$ cat config.mk
export PLATFORM = sky130hd
export DESIGN_NAME = mail_header_scanner_core_flat
export DESIGN_NICKNAME = d
export VERILOG_FILES = /design/src/hw/rtl/mhs_pkg.sv /design/src/hw/rtl/mhs_in_if.sv /design/src/hw/rtl/mhs_out_if.sv /design/src/hw/rtl/mhs_step.sv /design/src/hw/rtl/mail_header_scanner_core.sv /design/src/flat_wrapper.sv
export SDC_FILE = /design/constraint.sdc
export NUM_CORES = 1
export LEC_CHECK = 0
export BUFFER_PORTS_ARGS = -buffer_cell sky130_fd_sc_hd__buf_2
export CORE_UTILIZATION = 23
export DETAILED_ROUTE_END_ITERATION = 7
export GPL_TIMING_DRIVEN = 0
export PLACE_DENSITY = 0.49
export SLEW_MARGIN = 20
export SYNTH_ARGS = -nofsm -noshare
export SYNTH_HDL_FRONTEND = slang
export SYNTH_SLANG_ARGS = --single-unit
$ cat constraint.sdc
create_clock -name clk -period 7.03 [get_ports clk]
set_input_delay 1.406 -clock clk [delete_from_list [all_inputs] [get_ports clk]]
set_output_delay 1.406 -clock clk [all_outputs]
set_load 0.02 [all_outputs]
$ cat src/hw/rtl/mhs_pkg.sv
// shared types and constants of the mail header scanner
package mhs_pkg;

  localparam int unsigned BYTE_BITS   = 8;
  localparam int unsigned OFFSET_BITS = 24;

  localparam logic [BYTE_BITS-1:0] CHAR_TAB   = 8'd9;
  localparam logic [BYTE_BITS-1:0] CHAR_LF    = 8'd10;
  localparam logic [BYTE_BITS-1:0] CHAR_VT    = 8'd11;
  localparam logic [BYTE_BITS-1:0] CHAR_FF    = 8'd12;
  localparam logic [BYTE_BITS-1:0] CHAR_CR    = 8'd13;
  localparam logic [BYTE_BITS-1:0] CHAR_SPACE = 8'd32;
  localparam logic [BYTE_BITS-1:0] CHAR_COLON = 8'd58;

  // classification of one output word
  typedef enum logic [1:0] {
    KIND_DROP     = 2'd0,
    KIND_NAME     = 2'd1,
    KIND_CONTENTS = 2'd2
  } kind_t;

  // scan mode, one-hot
  typedef enum logic [4:0] {
    SEEK_NAME     = 5'b00001,
    READ_NAME     = 5'b00010,
    SEEK_CONTENTS = 5'b00100,
    READ_CONTENTS = 5'b01000,
    WAIT_LF       = 5'b10000
  } mode_t;

  // scanner state apart from the byte position
  typedef struct packed {
    mode_t mode;
    logic  header_pending;
    logic  contents_started;
    logic  name_started;
    logic  stopped;
  } scan_state_t;

  // one result word
  typedef struct packed {
    logic [BYTE_BITS-1:0]   out_byte;
    kind_t                  out_kind;
    logic                   header_end;
    logic                   headers_done;
    logic [OFFSET_BITS-1:0] body_offset;
    logic                   scan_error;
  } scan_result_t;

  function automatic logic is_ws(input logic [BYTE_BITS-1:0] c);
    return (c == CHAR_SPACE) || (c == CHAR_TAB) || (c == CHAR_LF) || (c == CHAR_VT) ||
           (c == CHAR_FF) || (c == CHAR_CR);
  endfunction

  function automatic logic [BYTE_BITS-1:0] map_tab(input logic [BYTE_BITS-1:0] c);
    return (c == CHAR_TAB) ? CHAR_SPACE : c;
  endfunction

endpackage

$ cat src/hw/rtl/mhs_in_if.sv
// input byte channel of the mail header scanner
interface mhs_in_if;
  import mhs_pkg::*;

  logic                 valid;
  logic                 ready;
  logic [BYTE_BITS-1:0] in_byte;

  modport source (output valid, output in_byte, input ready);
  modport sink (input valid, input in_byte, output ready);
endinterface

$ cat src/hw/rtl/mhs_out_if.sv
// result channel of the mail header scanner
interface mhs_out_if;
  import mhs_pkg::*;

  logic                   valid;
  logic                   ready;
  logic [BYTE_BITS-1:0]   out_byte;
  logic [1:0]             out_kind;
  logic                   header_end;
  logic                   headers_done;
  logic [OFFSET_BITS-1:0] body_offset;
  logic                   scan_error;

  modport source (output valid, output out_byte, output out_kind, output header_end,
                  output headers_done, output body_offset, output scan_error, input ready);
  modport sink (input valid, input out_byte, input out_kind, input header_end,
                input headers_done, input body_offset, input scan_error, output ready);
endinterface

$ cat src/hw/rtl/mhs_step.sv
// next-state and result logic of the scanner for one byte
module mhs_step #(
  parameter int unsigned POSITION_BITS = 24
) (
  input  logic [mhs_pkg::BYTE_BITS-1:0] cur_byte,
  input  mhs_pkg::scan_state_t          st,
  input  logic [POSITION_BITS-1:0]      pos,
  output mhs_pkg::scan_state_t          st_nxt,
  output logic [POSITION_BITS-1:0]      pos_nxt,
  output mhs_pkg::scan_result_t         res
);
  import mhs_pkg::*;

  localparam int unsigned EXT_BITS =
    (POSITION_BITS > OFFSET_BITS) ? POSITION_BITS : OFFSET_BITS;

  logic                     line_end;
  logic                     ws;
  logic [1:0]               off_inc;
  logic [POSITION_BITS-1:0] off_sum;
  logic [EXT_BITS-1:0]      off_ext;
  logic [POSITION_BITS-1:0] pos_inc;
  mode_t                    m;
  logic                     hp;
  logic                     cs;
  logic                     ns;
  logic                     stop;
  logic                     blank;

  assign line_end = (cur_byte == CHAR_LF) || (cur_byte == CHAR_CR);
  assign ws       = is_ws(cur_byte);
  // body starts past the LF, or past CR LF
  assign off_inc  = (cur_byte == CHAR_CR) ? 2'd2 : 2'd1;
  assign off_sum  = POSITION_BITS'(pos + POSITION_BITS'(off_inc));
  assign off_ext  = EXT_BITS'(off_sum);
  assign pos_inc  = POSITION_BITS'(pos + 1'b1);

  always_comb begin
    res     = '0;
    pos_nxt = pos;
    m       = st.mode;
    hp      = st.header_pending;
    cs      = st.contents_started;
    ns      = st.name_started;
    stop    = st.stopped;
    blank   = 1'b0;

    if (st.stopped) begin
      // frozen: all-zero results
    end else if (st.mode == WAIT_LF) begin
      if (cur_byte != CHAR_LF) begin
        res.scan_error = 1'b1;
        stop           = 1'b1;
      end else begin
        m       = SEEK_NAME;
        pos_nxt = pos_inc;
      end
    end else begin
      if (m == SEEK_NAME) begin
        if (cur_byte != CHAR_TAB && cur_byte != CHAR_SPACE) begin
          if (hp) begin
            res.header_end = 1'b1;
            hp             = 1'b0;
            cs             = 1'b0;
          end
          if (line_end) begin
            res.headers_done = 1'b1;
            res.body_offset  = off_ext[OFFSET_BITS-1:0];
            stop             = 1'b1;
            blank            = 1'b1;
          end else begin
            m  = READ_NAME;
            ns = 1'b0;
            cs = 1'b0;
            if (cur_byte != CHAR_COLON) begin
              hp = 1'b1;
            end
          end
        end else begin
          // continuation line
          m = READ_CONTENTS;
        end
      end

      if (!blank) begin
        if (m == READ_NAME) begin
          if (cur_byte == CHAR_COLON) begin
            m = SEEK_CONTENTS;
          end else if (!line_end && (ns || !ws)) begin
            res.out_byte = map_tab(cur_byte);
            res.out_kind = KIND_NAME;
            ns           = 1'b1;
          end
        end else begin
          if (m == SEEK_CONTENTS && (!ws || line_end)) begin
            m = READ_CONTENTS;
          end
          if (m == READ_CONTENTS) begin
            if (line_end) begin
              m = (cur_byte == CHAR_CR) ? WAIT_LF : SEEK_NAME;
            end else if (hp && (cs || !ws)) begin
              res.out_byte = map_tab(cur_byte);
              res.out_kind = KIND_CONTENTS;
              cs           = 1'b1;
            end
          end
        end
        pos_nxt = pos_inc;
      end
    end

    st_nxt.mode             = m;
    st_nxt.header_pending   = hp;
    st_nxt.contents_started = cs;
    st_nxt.name_started     = ns;
    st_nxt.stopped          = stop;
  end

endmodule

$ cat src/hw/rtl/mail_header_scanner_core.sv
// top level of the mail header scanner: input register, scan state and result register
//
// usage:
//   in_bus carries one raw message byte per word (valid/ready, taken when both are high).
//   out_bus gives exactly one result word for every input word, in order: the byte to
//   append with tab mapped to space, its kind (dropped, name, contents), header_end when
//   the previous header closed before this byte, headers_done with body_offset on the
//   blank line, and scan_error when CR is not followed by LF.
// path: a taken word is registered in the input register, scanned by the step logic
//   and its result is registered in the result register.
// throughput: one word per cycle while out_bus.ready is high; the scan state update is
//   a single shallow step between the input register and the result register, so
//   back-to-back words flow.
// stall: when out_bus.ready is low the result register holds; the input register still
//   takes one more word, then in_bus.ready drops until the result is taken.
// reset: rst_n (synchronous, active low) empties both registers and returns the scanner
//   to searching for a header name at byte position zero.
// after headers_done or scan_error every further word yields an all-zero result.
module mail_header_scanner_core #(
  parameter int unsigned POSITION_BITS = 24
) (
  input  logic      clk,
  input  logic      rst_n,
  mhs_in_if.sink    in_bus,
  mhs_out_if.source out_bus
);
  import mhs_pkg::*;

  // input stage
  logic                 in_valid_r;
  logic [BYTE_BITS-1:0] in_byte_r;

  // scan state
  scan_state_t              st_r;
  scan_state_t              st_nxt;
  logic [POSITION_BITS-1:0] pos_r;
  logic [POSITION_BITS-1:0] pos_nxt;

  // result stage
  logic         out_valid_r;
  scan_result_t res_r;
  scan_result_t res_nxt;

  logic step_go;

  // the held word moves on when the result register is empty or being emptied
  assign step_go      = in_valid_r && (!out_valid_r || out_bus.ready);
  assign in_bus.ready = !in_valid_r || step_go;

  mhs_step #(
    .POSITION_BITS(POSITION_BITS)
  ) u_step (
    .cur_byte(in_byte_r),
    .st      (st_r),
    .pos     (pos_r),
    .st_nxt  (st_nxt),
    .pos_nxt (pos_nxt),
    .res     (res_nxt)
  );

  // input register
  always_ff @(posedge clk) begin
    if (!rst_n) begin
      in_valid_r <= 1'b0;
    end else if (in_bus.valid && in_bus.ready) begin
      in_valid_r <= 1'b1;
    end else if (step_go) begin
      in_valid_r <= 1'b0;
    end
  end

  always_ff @(posedge clk) begin
    if (in_bus.valid && in_bus.ready) begin
      in_byte_r <= in_bus.in_byte;
    end
  end

  // scan state advances once per word
  always_ff @(posedge clk) begin
    if (!rst_n) begin
      st_r.mode             <= SEEK_NAME;
      st_r.header_pending   <= 1'b0;
      st_r.contents_started <= 1'b0;
      st_r.name_started     <= 1'b0;
      st_r.stopped          <= 1'b0;
      pos_r                 <= '0;
    end else if (step_go) begin
      st_r  <= st_nxt;
      pos_r <= pos_nxt;
    end
  end

  // result register
  always_ff @(posedge clk) begin
    if (!rst_n) begin
      out_valid_r <= 1'b0;
    end else if (step_go) begin
      out_valid_r <= 1'b1;
    end else if (out_bus.ready) begin
      out_valid_r <= 1'b0;
    end
  end

  always_ff @(posedge clk) begin
    if (step_go) begin
      res_r <= res_nxt;
    end
  end

  assign out_bus.valid        = out_valid_r;
  assign out_bus.out_byte     = res_r.out_byte;
  assign out_bus.out_kind     = res_r.out_kind;
  assign out_bus.header_end   = res_r.header_end;
  assign out_bus.headers_done = res_r.headers_done;
  assign out_bus.body_offset  = res_r.body_offset;
  assign out_bus.scan_error   = res_r.scan_error;

endmodule
$ cat src/flat_wrapper.sv
// flat-port wrapper written by rule: the top's interface ports become plain ports
module mail_header_scanner_core_flat import mhs_pkg::*;
#(
  parameter int unsigned POSITION_BITS = 24
)
  (clk, rst_n, in_bus_valid, in_bus_in_byte, in_bus_ready, out_bus_valid, out_bus_out_byte, out_bus_out_kind, out_bus_header_end, out_bus_headers_done, out_bus_body_offset, out_bus_scan_error, out_bus_ready);
  mhs_in_if in_bus_i ();
  mhs_out_if out_bus_i ();
  input  logic clk;
  input  logic rst_n;
  input wire logic [$bits(in_bus_i.valid)-1:0] in_bus_valid;
  input wire logic [$bits(in_bus_i.in_byte)-1:0] in_bus_in_byte;
  output wire logic [$bits(in_bus_i.ready)-1:0] in_bus_ready;
  output wire logic [$bits(out_bus_i.valid)-1:0] out_bus_valid;
  output wire logic [$bits(out_bus_i.out_byte)-1:0] out_bus_out_byte;
  output wire logic [$bits(out_bus_i.out_kind)-1:0] out_bus_out_kind;
  output wire logic [$bits(out_bus_i.header_end)-1:0] out_bus_header_end;
  output wire logic [$bits(out_bus_i.headers_done)-1:0] out_bus_headers_done;
  output wire logic [$bits(out_bus_i.body_offset)-1:0] out_bus_body_offset;
  output wire logic [$bits(out_bus_i.scan_error)-1:0] out_bus_scan_error;
  input wire logic [$bits(out_bus_i.ready)-1:0] out_bus_ready;
  assign in_bus_i.valid = in_bus_valid;
  assign in_bus_i.in_byte = in_bus_in_byte;
  assign in_bus_ready = in_bus_i.ready;
  assign out_bus_valid = out_bus_i.valid;
  assign out_bus_out_byte = out_bus_i.out_byte;
  assign out_bus_out_kind = out_bus_i.out_kind;
  assign out_bus_header_end = out_bus_i.header_end;
  assign out_bus_headers_done = out_bus_i.headers_done;
  assign out_bus_body_offset = out_bus_i.body_offset;
  assign out_bus_scan_error = out_bus_i.scan_error;
  assign out_bus_i.ready = out_bus_ready;
  mail_header_scanner_core #(.POSITION_BITS(POSITION_BITS)) u_core (.clk(clk), .rst_n(rst_n), .in_bus(in_bus_i), .out_bus(out_bus_i));
endmodule
# --- Word level (Yosys, flattened, before mapping) ---
# Index checks and enable logic that the tools add are counted.
totals:
  register_bits: 80
  latchBits: 0
  mem_bits_rw: 0
  rom_bits: 0
  input_bits: 12
  output_inout_bits: 39
  wordCells: 139
  n_memories: 0
classes:
  add_sub_neg: 2
  mul: 0
  div_mod_pow: 0
  order_cmp: 0
  n_eq_ne: 18
  n_shift: 0
  mux: 69
  bitwise: 5
  reduce_logical: 30
op_table:
  columns: ["op", "n"]
  rows:
  - ["two-way mux 5 bit", 18]
  - ["two-way mux 24 bit", 3]
  - ["two-way mux 10 bit", 6]
  - ["== test 8 x 4 -> 1 bit (second input constant)", 5]
  - ["two-way mux 1 bit", 39]
  - ["two-way mux 25 bit", 1]
  - ["adder 24 x 1 -> 24 bit (second input constant)", 1]
  - ["adder 24 x 2 -> 24 bit", 1]
  - ["== test 8 x 6 -> 1 bit (second input constant)", 2]
  - ["inequality test 8 x 4 -> 1 bit (second input constant)", 2]
  - ["inequality test 8 x 6 -> 1 bit (second input constant)", 2]
  - ["logical OR 1 bit", 11]
  - ["two-way mux 8 bit", 1]
  - ["logical AND 1 bit", 6]
  - ["AND reduction 3 bit", 2]
  - ["== test 5 x 1 -> 1 bit (second input constant)", 1]
  - ["== test 5 x 2 -> 1 bit (second input constant)", 1]
  - ["== test 5 x 3 -> 1 bit (second input constant)", 1]
  - ["== test 5 x 4 -> 1 bit (second input constant)", 1]
  - ["== test 5 bit (second input constant)", 1]
  - ["inverter 1 bit", 5]
  - ["OR reduction 5 bit", 1]
  - ["zero test 1 bit", 4]
  - ["inequality test 2 bit (second input constant)", 2]
  - ["other kinds (6)", 7]

# --- Logic depth before layout (Yosys ltp) ---
# Gate-level depths: netlist (run 1).
logic_depth:
  ltp_word: 19
  depth_mapped: 11

# --- Modules after synthesis ---
# From an unflattened synthesis (run 1), not the netlist that was laid out.
hier_totals:
  hier_cells: 489
  hier_area_um2: 4580.6
by_module_without_submodules:
  columns: ["module", "instances", "cells_each", "area_each_um2", "seq_area_each_um2"]
  rows:
  - ["mail_header_scanner_core", 1, 197, 2775.2, 2052.0]
  - ["mhs_step", 1, 292, 1805.5, 0.0]

# --- Worst setup path before layout (run 1) ---
# OpenSTA, ideal clock, no wires.
synth_path:
  path_type: "input to output"
  start: "in out_bus_ready"
  end: "out in_bus_ready"
  arrival_time_ns: 1.759
  setup_slack_ns: 3.865
  path_stages: 2
  path_buffers: 0
  cell_sequence: "nor2b_1 nand2_1"
synth_between:
  elab_chain_len: 3
synth_lines:
  columns: ["element", "line", "source"]
  rows:
  - ["start, declared", "flat_wrapper.sv:21", "input wire logic [$bits(out_bus_i.ready)-1:0] out_bus_ready;"]
  - ["logical OR 1 bit", "mail_header_scanner_core.sv:47", "assign step_go = in_valid_r && (!out_valid_r || out_bus.ready);"]
  - ["logical AND 1 bit", "mail_header_scanner_core.sv:47", null]
  - ["logical OR 1 bit", "mail_header_scanner_core.sv:48", "assign in_bus.ready = !in_valid_r || step_go;"]
  - ["end, declared", "flat_wrapper.sv:13", "output wire logic [$bits(in_bus_i.ready)-1:0] in_bus_ready;"]
# No other way between the ends.

# --- Final worst setup path (run 1) ---
layout_path:
  start: "reg u_core.in_byte_r[4]"
  end: "reg u_core.res_r (netlist bit u_core.out_bus.body_offset[22]), data pin"
layout_between:
  elab_chain_len: 4
layout_lines:
  columns: ["element", "line", "source"]
  rows:
  - ["start, declared", "mail_header_scanner_core.sv:31", "logic [BYTE_BITS-1:0] in_byte_r;"]
  - ["start signal, assigned", "mail_header_scanner_core.sv:74", "in_byte_r <= in_bus.in_byte;"]
  - ["branches (longest 4 deep; another with adder 24 x 2 -> 24 bit)", null, null]
  - ["end signal, assigned", "mail_header_scanner_core.sv:106", "res_r <= res_nxt;"]
  - ["end, declared", "mail_header_scanner_core.sv:41", "scan_result_t res_r;"]
# Parallel ways; which one is timed is not known.
# A chain may end at the register's enable or synchronous reset.

==> impl_results.md, run 1 <==
* Antenna Nets Post-Route at 0
* Max H-tree Level at 3
* Skew final at 7.48 ps
* # IOs at 51
* Drt wl/cell at 14.4 um
* Mapped Area at 4190 um^2
* CTS resizes at 0
* FF+latch count, synth at 80
* Crit. End Element: flop
* # fillers at 1,914
* Core Box Area at 17,900 um^2
* Clk Latency, worst-skew pair at 340 ps
* CP arrival at 3770 ps
* Worst-margin pin slew at 690 ps
* Hold buffer count at cts at 0
* IO buf count at 50
* All-Layer GR Usage at 0.116
* Initial antenna violation count at 0
* Vias in the first global route at 3,149
* Min cycle time layout at 3690 ps
* Critical-path top delay cell: nor3_1
* Power per Cell Area at 213 nW/um^2
* Longest Clk Path Bufs at 2
* Post-synth top cells: edfxtp_1 (45), nor2_1 (43), dfxtp_1 (35), nand2_1 (35), xor2_1 (24)
* R2r setup slk at 3340 ps
* Layout cells sized above 1 at 0.205
* Post-synthesis cell type count at 54
* Layout Nets at 494
* Vias per inst at 4.64
* Hold Violations, Final at 0
* Max VDD drop at 115 uV
* Post-Syn Area per Cell at 10.1 um^2
* Fmax at 271 MHz
* CP startpoint kind: flop
* Max-slew violation count at 0
* CP max stage delay at 550 ps
* Final setup TNS at 0 ps
* Vias at 3,306
* DP HPWL at 7.45 mm
* Final Setup Violations at 0
* CP max FO at 7
* Grt ovf at 0
* Share of flip-flops with an asynchronous set or reset at 0
* Max-cap violations at 0
* Seq/Total Area, Yosys at 0.489
* Cell with the most instances after synthesis: edfxtp_1
* Crit-path cells: nor4_4 > nand3_1 > fa_1 > nand3b_1 > or2_2 > nor3_1 > nand4_1 > xor2_1 > nor2_1
* DIE WIDTH at 137 um
* Status: finished clean
* GPL Wtd Cong at 0.813
* P_leak at 1.84 nW
* Area grow syn2layout at 20.3%
* Main area contributors after synthesis: edfxtp_1 (32%), dfxtp_1 (17%), xor2_1 (5.0%)
* Post-synthesis net count at 432
* Number of synthesized flops with an enable pin at 45
* Critical path class: flop to flop
* CTS Root Cell: clkbuf_16
* Worst Path Required at 7110 ps
* DRT Wirelength at 10.3 mm
* Initial core utilization at 0.234
* # Post-CTS Setup Buffers at 0
* Post-Synthesis Cells at 416
* Site Rows at 49
* Cell taking the most area after synthesis: edfxtp_1
* Initial DRT Pass Iterations at 4
* Largest net degree at the start of global routing at 22
* Hold slack final at 473 ps
* CTS Buf Count at 9
* Die area at 18,800 um^2
* Clk slew on worst S/H paths at 60 ps
* Synth top area share at 0.322
* RSZ-0062 raised after global routing: no
* CTS tree: done
* First-pass GRT wire length at 16.6 mm
* Worst Hold Class: flop to flop
* Synth warnings at 0
* Drc violations at 0
* Relative slew slack at 0.537
* Clock Sinks at 80
* Die Y at 137 um
* Fin crit share at 0.525
* Drt initial violations at 183
* Primary FF master, synth: edfxtp_1
* Diodes inserted at 0
## flip-flops by register name, indices dropped and copies added, names as in the netlist
| signal | flops |
|---|---|
| u_core.out_bus.header_end | 1 |
| u_core.in_byte_r | 8 |
| u_core.out_bus.headers_done | 1 |
| u_core.out_bus.scan_error | 1 |
| u_core.pos_r | 24 |
| u_core.out_bus.valid | 1 |
| u_core.in_valid_r | 1 |
| u_core.st_r | 9 |
| u_core.out_bus.out_byte | 8 |
| u_core.out_bus.body_offset | 24 |
| u_core.out_bus.out_kind | 2 |
## kinds of logic (layout without fill, tap and decap cells)
| logic type | Yosys count | after routing | share of synthesized area |
|---|---|---|---|
| AO/OA/AOI/OAI | 53 | 53 | 0.0865 |
| XOR/XNOR | 36 | 36 | 0.0752 |
| adder cells (fa/ha/maj) | 4 | 4 | 0.0137 |
| buffers and inverters | 32 | 99 | 0.0358 |
| flip-flops | 80 | 80 | 0.489 |
| multiplexers | 7 | 7 | 0.0167 |
| AND/OR/NAND/NOR | 204 | 204 | 0.283 |
## where the power goes
part / internal (mW) / switching (mW)
logic: 0.0313 / 0.0621
clock network: 0.273 / 0.184
registers: 0.514 / 0.0104
total: 0.818 / 0.256
## layout make-up
| type | count | area [um^2] | area share |
|---|---|---|---|
| sequential | 80 | 2050 | 0.407 |
| multi-input combinational | 304 | 1990 | 0.395 |
| tap | 229 | 287 | 0.0568 |
| timing repair buffer | 51 | 278 | 0.0550 |
| clock buffer | 10 | 229 | 0.0454 |
| buffer | 24 | 120 | 0.0238 |
| clock inverter | 6 | 58.8 | 0.0117 |
| inverter | 8 | 30.0 | 0.00595 |
## path summary, 6_finish.rpt
kind | startpoint | to | depth (start not counted)
max reg2reg | u_core.in_byte_r[4]$_DFFE_PP_ | u_core.out_bus.body_offset[22]$_SDFFCE_PP0P_ | 9
max | u_core.in_byte_r[4]$_DFFE_PP_ | u_core.out_bus.body_offset[22]$_SDFFCE_PP0P_ | 9
min | u_core.st_r[2]$_SDFFE_PN0P_ | u_core.st_r[2]$_SDFFE_PN0P_ | 2
min reg2reg | u_core.st_r[2]$_SDFFE_PN0P_ | u_core.st_r[2]$_SDFFE_PN0P_ | 2
## placed cells by master (no fill, tap or decap), types with 4 or more instances in the layout
| master | count |
|---|---|
| inv_1 | 7 |
| nand3_1 | 22 |
| a211oi_1 | 4 |
| xor2_1 | 24 |
| nor3_1 | 11 |
| nand4_1 | 9 |
| o211ai_1 | 4 |
| dfxtp_1 | 35 |
| nand2b_1 | 8 |
| nor4_2 | 12 |
| and3_1 | 5 |
| edfxtp_1 | 45 |
| mux2i_1 | 7 |
| xnor2_1 | 12 |
| buf_2 | 56 |
| nor2_1 | 43 |
| o21ai_0 | 13 |
| clkbuf_16 | 9 |
| a21oi_1 | 12 |
| nand2_1 | 35 |
| and2_1 | 20 |
| nor3b_1 | 5 |
| clkbuf_1 | 12 |
| nor2b_1 | 13 |
## per-stage QoR
step | instances | cell area, um^2 | utilization | total power [mW] | worst slack, ps
floorplan | 416 | 4190 | - | 0.593 | 3870
finish | 712 | 5050 | 0.282 | 1.07 | 3340
global route | 712 | 5050 | 0.282 | 1.12 | 2960
detailed placement | 696 | 4760 | 0.266 | 0.628 | 3230
CTS | 712 | 5050 | 0.282 | 1.09 | 3230
global placement | 695 | 4730 | 0.264 | 0.626 | 3200
## routing by layer
layer  share of wire  vias to the layer above  track usage
met4           0.018                        0       0.0409
met1            0.48                     1589        0.154
li1                -                     1620            -
met5               0                        -            0
met2            0.45                       83        0.182
met3           0.049                       14       0.0278
## worst max-delay path: cells and delay by family, from the launching register on
kind          cells  cell delay, ps
xor+xnor          1             160
fa+ha+maj         1             500
flops             1             460
simple gates      7            2310
Power figures use the tool's default switching activity.
==> run 2: changes to the inputs <==
--- a/config.mk
+++ b/config.mk
@@ -5,11 +5,12 @@
 export SDC_FILE = /design/constraint.sdc
 export NUM_CORES = 1
 export LEC_CHECK = 0
+export ABC_AREA = 1
 export BUFFER_PORTS_ARGS = -buffer_cell sky130_fd_sc_hd__buf_2
 export CORE_UTILIZATION = 23
 export DETAILED_ROUTE_END_ITERATION = 7
 export GPL_TIMING_DRIVEN = 0
-export PLACE_DENSITY = 0.49
+export PLACE_DENSITY = 0.5
 export SLEW_MARGIN = 20
 export SYNTH_ARGS = -nofsm -noshare
 export SYNTH_HDL_FRONTEND = slang
==> constraint.sdc (replaced) <==
create_clock -name clk -period 3.1 [get_ports clk]
set_input_delay 0.62 -clock clk [delete_from_list [all_inputs] [get_ports clk]]
set_output_delay 0.62 -clock clk [all_outputs]
set_load 0.02 [all_outputs]
==> run 2 against run 1 <==
Effect of this change:
- total power rose by 140%
- clock skew is 5.4 ps higher
- hold slack worse by 29 ps
- first-iteration DRC count rose by 81%
- synthesized cell count rose by 22%
- critical path depth up 6
- flip-flop and latch count is the same
- utilization up 0.53 points
==> impl_results.md, run 2 <==
* Status: finished clean
* Largest net degree at the start of global routing at 24
* Layout cells sized above 1 at 0.172
* DP HPWL at 7.77 mm
* P_leak at 1.86 nW
* Hold Violations, Final at 0
* Hold buffer count at cts at 0
* Site Rows at 48
* Initial core utilization at 0.237
* Max-cap violations at 0
* Crit. End Element: flop
* Multi-input gate area in the final layout at 1770 um^2
* Max-slew violation count at 0
* Cell taking the most area after synthesis: edfxtp_1
* CTS Buf Count at 9
* Fmax at 353 MHz
* CP max FO at 4
* Post-synth top cells: nand2_1 (100), inv_1 (71), nor2_1 (56), a21oi_1 (51), edfxtp_1 (45)
* DIE WIDTH at 136 um
* Vias per inst at 4.43
* Antenna Nets Post-Route at 0
* Area grow syn2layout at 20.9%
* Share of flip-flops with an asynchronous set or reset at 0
* CP startpoint kind: flop
* Clk slew on worst S/H paths at 60 ps
* IO buf count at 50
* Number of synthesized flops with an enable pin at 45
* Relative slew slack at 0.578
* Final Setup Violations at 0
* Primary FF master, synth: edfxtp_1
* # IOs at 51
* Met1 Resource Use GR at 0.153
* Final setup TNS at 0 ps
* Min cycle time layout at 2830 ps
* Vias at 3,552
* Max VDD drop at 263 uV
* Mapped Area at 4140 um^2
* Seq/Total Area, Yosys at 0.496
* GPL Wtd Cong at 0.877
* Diodes inserted at 0
* Register area at 2050 um^2
* Layout Nets at 587
* Leading cell types in the layout, fill and taps excluded: nand2_1 (100), inv_1 (70), nor2_1 (54)
* Synth warnings at 0
* Clk Latency, worst-skew pair at 350 ps
* Post-Syn Area per Cell at 8.12 um^2
* # fillers at 1,896
* Skew final at 12.9 ps
* Die area at 18,500 um^2
* Post-synthesis cell type count at 35
* Worst Hold Class: input port to flop
* Vias in the first global route at 3,340
* CP arrival at 2920 ps
* Drc violations at 0
* Longest Clk Path Bufs at 2
* Worst-margin pin slew at 634 ps
* Main area contributors after synthesis: edfxtp_1 (33%), dfxtp_1 (17%), nand2_1 (9.1%)
* Max H-tree Level at 3
* CTS tree: done
* CTS Root Cell: clkbuf_16
* Fin crit share at 0.913
* RSZ-0062 raised after global routing: no
* Post-Synthesis Cells at 509
* Post-synthesis net count at 525
* Core Util, Final at 0.287
* Initial antenna violation count at 0
* Met3 Track Usage GR at 0.0306
* First-pass GRT wire length at 16.6 mm
* Core Box Area at 17,400 um^2
* Grt ovf at 0
* All-Layer GR Usage at 0.117
* DRT Wirelength at 10.2 mm
* Cell with the most instances after synthesis: nand2_1
* Power per Cell Area at 510 nW/um^2
* Critical path class: flop to flop
* FF+latch count, synth at 80
* Drt initial violations at 331
* Die Y at 136 um
* Clock Sinks at 80
* Layer with the highest usage: met2
* Initial DRT Pass Iterations at 5
* GR Util met2 at 0.178
* Commonest non-fill, non-tap cell in the layout: nand2_1
* Synth top area share at 0.327
* Worst Path Required at 3190 ps
* Drt wl/cell at 12.7 um
## run 2: changes by cell type after synthesis, moves of 19 or more
| cell | before | now |
|---|---|---|
| inv_1 | 8 | 71 |
| o21ai_0 | 13 | 32 |
| a21oi_1 | 12 | 51 |
| and2_1 | 20 | 0 |
| nand2_1 | 35 | 100 |
## run 2: cell type report
| cell class | count | area share |
|---|---|---|
| clock inverter | 7 | 0.0153 |
| inverter | 80 | 0.0610 |
| clock buffer | 9 | 0.0450 |
| multi-input combinational | 345 | 0.353 |
| timing repair buffer | 51 | 0.0555 |
| buffer | 4 | 0.00325 |
| sequential | 80 | 0.410 |
| tap | 225 | 0.0563 |
## run 2: metal layers
layer,part of all wire,up-vias
met3,0.051,13
met5,0,-
met1,0.48,1647
met4,0.020,0
li1,-,1818
met2,0.45,74
## run 2: kinds of logic (layout without fill, tap and decap cells)
kind of cell	count (synthesis)	in the layout	synth area share
adder cells (fa/ha/maj)	4	4	0.0139
XOR/XNOR	13	13	0.0275
AND/OR/NAND/NOR	235	235	0.265
buffers and inverters	84	151	0.0778
AO/OA/AOI/OAI	93	93	0.120
flip-flops	80	80	0.496
## run 2: what timing repair did
item | CTS | global route
setup buffers | 0 | 0
resized for setup | 0 | 2
setup endpoints to repair | 0 | 2
## run 2: path summary, 6_finish.rpt
check                                startpoint  slack [ps]  cells past startpoint                                           end
hold / removal                in_bus_in_byte[7]         440                      1                 u_core.in_byte_r[7]$_DFFE_PP_
setup / recovery  u_core.in_byte_r[4]$_DFFE_PP_         270                     15  u_core.out_bus.body_offset[17]$_SDFFCE_PP0P_
hold reg to reg   u_core.pos_r[23]$_SDFFE_PN0P_         480                      2                 u_core.pos_r[23]$_SDFFE_PN0P_
setup reg to reg  u_core.in_byte_r[4]$_DFFE_PP_         270                     15  u_core.out_bus.body_offset[17]$_SDFFCE_PP0P_
## run 2: through the flow
| stage | cell area [um^2] | total power, mW | setup WS (ps) | std cells | hold WS, ps |
|---|---|---|---|---|---|
| finish | 5000 | 2.55 | 270 | 801 | 444 |
| global placement | 4670 | 1.48 | 221 | 784 | 457 |
| global route | 5000 | 2.66 | 10.4 | 801 | 429 |
| CTS | 5000 | 2.59 | 187 | 801 | 429 |
| floorplan | 4140 | 1.40 | 763 | 509 | 444 |
| detailed placement | 4690 | 1.48 | 206 | 785 | 463 |
## run 2: power breakdown
part | leakage (nW) | internal (mW) | switching, mW
Clock | 0.148 | 0.632 | 0.459
Combinational | 1.00 | 0.0809 | 0.188
Sequential | 0.712 | 1.17 | 0.0232
## run 2: worst max-delay path, stage by stage, from the launching register on
cell      delay (ps)
edfxtp_1         460
inv_2            100
nand2_1           70
nor2_2           200
nand2_1          200
inv_1            150
ha_1             150
inv_1             40
a21oi_1          180
inv_1            120
nor2_2           210
inv_1            110
nor2_1           210
nand2_1          120
o21ai_0          180
a21oi_1           70
